==> src/sv/sfm_pkg.sv <==
// ----------------------------------------------------------------------------
// sfm_pkg: shared types and codes for the substring first-match finder
// Holds the action codes of the input beat and the control bundle that the
// top level hands to every compare cell.
// ----------------------------------------------------------------------------
package sfm_pkg;

    // Action codes of one input beat
    localparam logic [1:0] ACT_CLEAR  = 2'd0;
    localparam logic [1:0] ACT_APPEND = 2'd1;
    localparam logic [1:0] ACT_TEXT   = 2'd2;

    // Character byte width
    localparam int unsigned BYTE_W = 8;

    // Result index width at the port
    localparam int unsigned START_W = 10;

    // Per-cycle control broadcast to the cell row
    typedef struct packed {
        logic shift_text;   // shift a text byte into the window
        logic clear_text;   // end of text: window returns to zero
        logic load_pat;     // shift a pattern byte into the pattern row
    } cell_ctrl_t;

endpackage

==> src/sv/sfm_cell.sv <==
// ----------------------------------------------------------------------------
// sfm_cell: one compare cell of the search row
// Holds one text window byte and one pattern byte, passes both to its right
// neighbor and flags whether its incoming text byte matches its pattern byte.
// ----------------------------------------------------------------------------
module sfm_cell
    import sfm_pkg::*;
(
    input  logic                clk,
    input  logic                rst_n,
    input  cell_ctrl_t          ctrl,
    input  logic                active,
    input  logic [BYTE_W-1:0]   text_in,
    input  logic [BYTE_W-1:0]   pat_in,
    output logic [BYTE_W-1:0]   text_out,
    output logic [BYTE_W-1:0]   pat_out,
    output logic                match
);

    logic [BYTE_W-1:0] text_reg;
    logic [BYTE_W-1:0] text_next;
    logic [BYTE_W-1:0] pat_reg;
    logic [BYTE_W-1:0] pat_next;

    // Window byte: cleared at end of text, shifted on each text beat
    always_comb
    begin
        text_next = text_reg;
        if (ctrl.clear_text)
        begin
            text_next = '0;
        end
        else if (ctrl.shift_text)
        begin
            text_next = text_in;
        end
    end

    always_ff @(posedge clk or negedge rst_n)
    begin
        if (!rst_n)
        begin
            text_reg <= '0;
        end
        else
        begin
            text_reg <= text_next;
        end
    end

    // Pattern byte: newest pattern byte sits in cell 0
    assign pat_next = ctrl.load_pat ? pat_in : pat_reg;

    always_ff @(posedge clk)
    begin
        pat_reg <= pat_next;
    end

    // Compare against the byte arriving this cycle; idle cells always agree
    assign match    = !active || (text_in == pat_reg);
    assign text_out = text_reg;
    assign pat_out  = pat_reg;

endmodule

==> src/sv/substring_first_match_finder.sv <==
// ----------------------------------------------------------------------------
// substring_first_match_finder: streaming first-occurrence substring search
// Loads a pattern byte by byte, then scans a text stream for its first match.
// ----------------------------------------------------------------------------
// An input beat can be accepted every cycle in which in_stall is low.
// Pattern beats shift into a row of PATTERN_MAX cells; text beats shift into
// the same row's window, and all cells compare in parallel with the stored
// pattern in the cycle the text byte arrives. The result of a text beat
// marked last is presented on the next cycle from an output register; input
// is stalled only while that register holds a result whose consumer stalls.
// The start index counts text bytes from zero; the text position saturates
// at TEXT_MAX-1. Empty patterns never match; appends past PATTERN_MAX drop.
// ----------------------------------------------------------------------------
module substring_first_match_finder
    import sfm_pkg::*;
#(
    parameter int unsigned PATTERN_MAX = 16,
    parameter int unsigned TEXT_MAX    = 1024
)
(
    input  logic                clk,
    input  logic                rst_n,
    input  logic                in_valid,
    output logic                in_stall,
    input  logic [1:0]          action,
    input  logic [BYTE_W-1:0]   byte_value,
    input  logic                last_text,
    output logic                out_valid,
    input  logic                out_stall,
    output logic                found,
    output logic [START_W-1:0]  match_start
);

    localparam int unsigned LEN_W = $clog2(PATTERN_MAX + 1);
    localparam int unsigned IDX_W = $clog2(TEXT_MAX);
    localparam int unsigned CMP_W = ((LEN_W > IDX_W) ? LEN_W : IDX_W) + 1;

    cell_ctrl_t             ctrl;
    logic                   accept;
    logic                   text_beat;
    logic                   full;

    logic [LEN_W-1:0]       len_reg;
    logic [LEN_W-1:0]       len_next;
    logic [IDX_W-1:0]       pos_reg;
    logic [IDX_W-1:0]       pos_next;
    logic                   seen_reg;
    logic                   seen_next;
    logic [IDX_W-1:0]       first_reg;
    logic [IDX_W-1:0]       first_next;

    logic                   out_valid_reg;
    logic                   out_valid_next;
    logic                   found_reg;
    logic                   found_next;
    logic [START_W-1:0]     start_reg;
    logic [START_W-1:0]     start_next;

    logic [BYTE_W-1:0]      text_chain [PATTERN_MAX+1];
    logic [BYTE_W-1:0]      pat_chain  [PATTERN_MAX+1];
    logic [PATTERN_MAX-1:0] match_vec;
    logic [PATTERN_MAX-1:0] active_vec;

    logic [CMP_W-1:0]       count_ext;
    logic [CMP_W-1:0]       len_ext;
    logic [CMP_W-1:0]       start_ext;
    logic                   hit;
    logic [IDX_W+START_W-1:0] start_wide;

    // Handshake: hold input only while a result waits on a stalled consumer
    assign in_stall  = out_valid_reg && out_stall;
    assign accept    = in_valid && !in_stall;
    assign text_beat = accept && (action == ACT_TEXT);
    assign full      = (len_reg == LEN_W'(PATTERN_MAX));

    assign ctrl.shift_text = text_beat;
    assign ctrl.clear_text = text_beat && last_text;
    assign ctrl.load_pat   = accept && (action == ACT_APPEND) && !full;

    // Cell row
    assign text_chain[0] = byte_value;
    assign pat_chain[0]  = byte_value;

    for (genvar k = 0; k < PATTERN_MAX; k++)
    begin : g_cell
        assign active_vec[k] = (LEN_W'(k) < len_reg);

        sfm_cell u_cell (
            .clk      (clk),
            .rst_n    (rst_n),
            .ctrl     (ctrl),
            .active   (active_vec[k]),
            .text_in  (text_chain[k]),
            .pat_in   (pat_chain[k]),
            .text_out (text_chain[k+1]),
            .pat_out  (pat_chain[k+1]),
            .match    (match_vec[k])
        );
    end

    // Match test: first match only, whole pattern present and enough text seen
    assign count_ext = {{(CMP_W-IDX_W){1'b0}}, pos_reg} + CMP_W'(1);
    assign len_ext   = {{(CMP_W-LEN_W){1'b0}}, len_reg};
    assign start_ext = count_ext - len_ext;
    assign hit       = !seen_reg && (len_reg != '0) && (count_ext >= len_ext) && (&match_vec);

    // Pattern length
    always_comb
    begin
        len_next = len_reg;
        if (accept && (action == ACT_CLEAR))
        begin
            len_next = '0;
        end
        else if (ctrl.load_pat)
        begin
            len_next = len_reg + LEN_W'(1);
        end
    end

    // Text position and first-match tracking
    always_comb
    begin
        pos_next   = pos_reg;
        seen_next  = seen_reg;
        first_next = first_reg;
        if (ctrl.clear_text)
        begin
            pos_next   = '0;
            seen_next  = 1'b0;
            first_next = '0;
        end
        else if (text_beat)
        begin
            if (pos_reg != IDX_W'(TEXT_MAX - 1))
            begin
                pos_next = pos_reg + IDX_W'(1);
            end
            if (hit)
            begin
                seen_next  = 1'b1;
                first_next = start_ext[IDX_W-1:0];
            end
        end
    end

    // Result register
    assign start_wide = seen_reg ? {{START_W{1'b0}}, first_reg}
                                 : {{START_W{1'b0}}, start_ext[IDX_W-1:0]};

    always_comb
    begin
        out_valid_next = out_valid_reg && out_stall;
        found_next     = found_reg;
        start_next     = start_reg;
        if (ctrl.clear_text)
        begin
            out_valid_next = 1'b1;
            found_next     = seen_reg || hit;
            start_next     = (seen_reg || hit) ? start_wide[START_W-1:0] : '0;
        end
    end

    always_ff @(posedge clk or negedge rst_n)
    begin
        if (!rst_n)
        begin
            len_reg       <= '0;
            pos_reg       <= '0;
            seen_reg      <= 1'b0;
            first_reg     <= '0;
            out_valid_reg <= 1'b0;
        end
        else
        begin
            len_reg       <= len_next;
            pos_reg       <= pos_next;
            seen_reg      <= seen_next;
            first_reg     <= first_next;
            out_valid_reg <= out_valid_next;
        end
    end

    always_ff @(posedge clk)
    begin
        found_reg <= found_next;
        start_reg <= start_next;
    end

    assign out_valid   = out_valid_reg;
    assign found       = found_reg;
    assign match_start = start_reg;

endmodule

==> config.mk <==
export PLATFORM = sky130hd
export DESIGN_NAME = substring_first_match_finder
export DESIGN_NICKNAME = d
export VERILOG_FILES = /design/src/sv/sfm_pkg.sv /design/src/sv/sfm_cell.sv /design/src/sv/substring_first_match_finder.sv
export SDC_FILE = /design/constraint.sdc
export NUM_CORES = 1
export LEC_CHECK = 0
export BUFFER_PORTS_ARGS = -buffer_cell sky130_fd_sc_hd__buf_2
export CAP_MARGIN = 40
export CORE_MARGIN = 2
export CORE_UTILIZATION = 45
export CTS_BUF_LIST = sky130_fd_sc_hd__clkbuf_8
export DETAILED_ROUTE_END_ITERATION = 8
export GPL_TIMING_DRIVEN = 0
export SETUP_SLACK_MARGIN = 0.5
export SLEW_MARGIN = 5
export SYNTH_ARGS = -nofsm -noshare
export SYNTH_HDL_FRONTEND = slang
export SYNTH_HIERARCHICAL = 1
export SYNTH_SLANG_ARGS = --single-unit
==> constraint.sdc <==
create_clock -name clk -period 7.6 [get_ports clk]
set_input_delay 1.52 -clock clk [delete_from_list [all_inputs] [get_ports clk]]
set_output_delay 1.52 -clock clk [all_outputs]
set_load 0.05 [all_outputs]
[After elaboration in Yosys (flattened, before gate mapping)]
Index checks and enable logic that the tools add are counted.
Storage, ports and cells
  register bits: 286
  latch bits: 0
  RAM bits: 0
  memory bits (read-only): 0
  bits of input ports: 15
  output and inout port bits: 13
  word-level logic and storage cells: 177
  memories kept: 0
Cells by class
  $add $sub $neg: 4
  multipliers: 0
  div/mod/pow operators: 0
  magnitude comparators: 17
  eq/ne operators: 20
  shift-type cells: 0
  muxes and demuxes: 43
  bitwise operators: 0
  reduce and logical (&&, ||, !) cells: 55
Operators with widths (count)
  two-way mux 8 bit: 30
  == test 8 bit: 16
  two-way mux 10 bit: 7
  less-than comparator 4 x 5 -> 1 bit, first input constant: 8
  less-than comparator 3 x 5 -> 1 bit, first input constant: 4
  logical NOT 1 bit: 19
  logical OR 1 bit: 17
  AND reduction 16 bit: 1
  adder 10 x 1 -> 11 bit, second input constant: 1
  >= comparator 11 x 5 -> 1 bit: 1
  adder 10 x 1 -> 10 bit, second input constant: 1
  logical AND 1 bit: 10
  less-than comparator 1 x 5 -> 1 bit, first input constant: 2
  less-than comparator 2 x 5 -> 1 bit, first input constant: 2
  two-way mux 5 bit: 2
  inequality test 10 bit, second input constant: 1
  subtractor 10 x 5 -> 10 bit: 1
  nonzero test 2 bit: 4
  adder 5 x 1 -> 5 bit, second input constant: 1
  == test 5 bit, second input constant: 1
  nonzero test 5 bit: 1
  two-way mux 1 bit: 4
  AND reduction 2 bit: 2
  == test 2 x 1 -> 1 bit, second input constant: 1
  other kinds (2): 2

[Logic depth before layout (Yosys ltp)]
  depth in word-level cells: 8
  gate-level depth with buffers: 13
  gate-level depth less buffers: 11

[Modules after synthesis]
The synthesis kept the hierarchy.
By module, submodules not included
  sfm_cell: instances 16, cells an instance 45, area each 653.1 µm², seq. area each 440.4 µm²
  substring_first_match_finder: instances 1, cells an instance 276, area each 2502.4 µm², seq. area each 1006.0 µm²

[Worst setup path after synthesis]
OpenSTA, ideal clock, no wires.
  path kind: input-to-reg
  start: in in_valid
  end: reg len_reg[4]
  library setup time: 0.077 ns
  data arrival time: 6.986 ns
  data required time: 7.523 ns
  setup slack: 0.536 ns
  stages on the path: 5
  buffers on the path: 0
  cell sequence: a21bo_2 -> nor4b_4 -> nand2_1 -> or3_1 -> a21oi_1
RTL lines
  start: declaration: line substring_first_match_finder.sv:23  | input logic in_valid,
  end signal: assignment: line substring_first_match_finder.sv:176  | len_reg <= len_next;
  end: declaration: line substring_first_match_finder.sv:43  | logic [LEN_W-1:0] len_reg;

[Final worst setup path]
  start: in out_stall
  end: out in_stall
Between the ends
  cells in the longest elaborated chain, start to end: 1
Ends and longest elaborated chain
  start: declaration: line substring_first_match_finder.sv:29  | input logic out_stall,
  logical AND 1 bit: line substring_first_match_finder.sv:71  | assign in_stall = out_valid_reg && out_stall;
  end: declaration: line substring_first_match_finder.sv:24  | output logic in_stall,
Every way passes these cells.

==> impl_metrics.yaml <==
drt:
  wl_met3_um: 945
  wl_mm: 24.67
  dr.max_layer_used: "met4"
  met2WireLength_mm: 11.60
  drt_iter0_markers: 455
  drt-met1-wl_mm: 11.66
  wl_per_cell_um: 16.74
  postRouteAntennaNets: 0
  vias: 7403
  post-route-drc-count: 0
  firstDrtPassIters: 5
  viasPerCell: 5.022
synthesis:
  mappedNetlistNets: 994
  syn_avg_cell_area_um2: 13.02
  syn_inst: 970
  syn-cell-area_mm2: 0.01263
  ys.warnings.count: 6
worst_setup_path:
  endpoint_kind: "output pin"
  r2r-start: "pos_reg[0]"
  worstPathArrival_ps: 1960
  crit_type: "in2out"
  rrSetupSlack_ps: 4400
  reg2reg_depth: 11
  cp_cell_sequence: "buf_2 -> nand2_1 -> inv_1 -> buf_2"
  cp.buffers_inverters: 3
  cp-start-kind: "input pin"
  worst_path_largest_cell_delay_ps: 250
  crit_path_frequent_cell: "buf_2"
  critPathMaxFanout: 2
  r2r-end: "match_start[6]"
  path_delay_family: "buffers and inverters"
  crit_required_ps: 6080
  cpMaxStageDelayCell: "buf_2"
clock_network:
  cts_setup_buffers: 0
  post_cts_resize_count: 0
  tritoncts: "done"
  cts_root_buffer: "clkbuf_8"
  clock_path_buffers: 3
  cts_max_level: 2
  hold_buffers: 0
  clock-sinks: 286
  clkLatencyLatePin_ps: 550
  cts_buffers: 47
  clkTransAtPathRegs_ps: 60
cells_and_area:
  final_common_cell: "dfrtp_1"
  drive_gt1_frac: 0.1232
  fillers: 2454
  regArea_mm2: 0.007853
  largest_register_ffs: 128
  layout.nets: 1082
  multi_input_area_mm2: 0.004429
  final_cell_mix: "147 x dfrtp_1, 139 x xnor2_1, 139 x edfxtp_1"
  fin_area_mm2: 0.01431
  area_growth_pct: 13.34
  diodes: 0
global_routing:
  grtUsageTotal: 0.1752
  grt_pass1_wl_mm: 40.37
  first_global_vias: 7413
  grt.overflow.total: 0
  grt_max_degree: 78
  grt_antenna_before_repair: 0
power:
  power_leakage_nw: 5.652
  seqPwrFrac: 0.500
  p_sw_w: 0.001005
  p_int_w: 0.002659
  pwr-share-comb: 0.153
  switching_share: 0.2744
  clockPowerShare: 0.347
  power_density_mw_per_mm2: 256.1
  peakVddDrop_uv: 133.3
  total_power_w: 0.003665
worst_hold_path:
  hold_depth: 0
  hold_path.startpoint: "g_cell[8].u_cell/pat_out[4]"
  hold_path_class: "reg2reg"
  hold_path_end: "g_cell[9].u_cell/pat_out[4]"
die:
  die_w_um: 171.5
  start_util: 0.4558
  die_h_um: 171.5
  num_io_pins: 28
  design.core.area_mm2: 0.02771
  row_count: 61
  fp.dieArea_mm2: 0.02942
timing:
  worst_slack_ps: 4120
  tightest_slew_ps: 831.8
  grt_setup_unrepaired: "false"
  finalCritPeriodShare: 0.4579
  finalMaxSlewViolations: 0
  finalClockSkew_ps: 28.74
  slew_headroom: 0.4442
  report.final.setup_viol: 0
  fmax_mhz: 287.4
  hold_viol: 0
  fin_crit_ps: 3480
placed_design:
  dpl-instance-area_mm2: 0.01341
  dp_slack_ps: 3530
  gp_congestion: 0.7958
  dp_hpwl_mm: 17.25
  io_buffers: 27
run_status:
  status: "complete, no violations"
run:
  drv_cap: 0
final cells by class:
cell class,count,area share
Buffer,43,0.02125
Clock buffer,54,0.05193
Clock inverter,33,0.01119
Inverter,13,0.003410
Multi-Input combinational cell,628,0.3095
Sequential cell,286,0.5487
Tap cell,378,0.03305
Timing Repair Buffer,39,0.02098
metrics by stage:
stage / util / std cells / hold slack (ps) / TNS, ps
final: 0.5166 / 1474 / 451.8 / 0
after global routing: 0.5166 / 1474 / 456.3 / 0
after CTS: 0.5166 / 1474 / 440.1 / 0
after detailed placement: 0.4839 / 1387 / 456.3 / 0
after global placement: 0.4777 / 1375 / 451.9 / -120220
after floorplan: - / 970 / 448.7 / 0
routing by layer:
metal  global-route usage  vias to the layer above
met5                    0                        -
met4              0.05085                        0
met3              0.03590                       37
met2               0.2750                      103
met1               0.2472                     3625
li1                     -                     3638
power groups by stage:
stage / Combinational [W] / Clock (W) / Sequential, W
finish: 0.000561 / 0.00127 / 0.00183
global route: 0.000634 / 0.00140 / 0.00185
detailed placement: 0.000567 / 0 / 0.00186
CTS: 0.000569 / 0.00132 / 0.00183
floorplan: 0.000416 / 0 / 0.00184
global placement: 0.000553 / 0 / 0.00186
how the worst max path moves through the flow:
stage,start,to,slack [ps],cells past startpoint
after floorplan,in_valid,len_reg[4],540,5
final,out_stall,in_stall,4120,4
after global placement,out_stall,len_reg[4],-1790,6
after detailed placement,out_stall,g_cell[14].u_cell/text_out[0],3530,8
after CTS,out_stall,in_stall,4110,4
after global routing,out_stall,g_cell[0].u_cell/text_out[5],3940,8
Power figures use the tool's default switching activity.
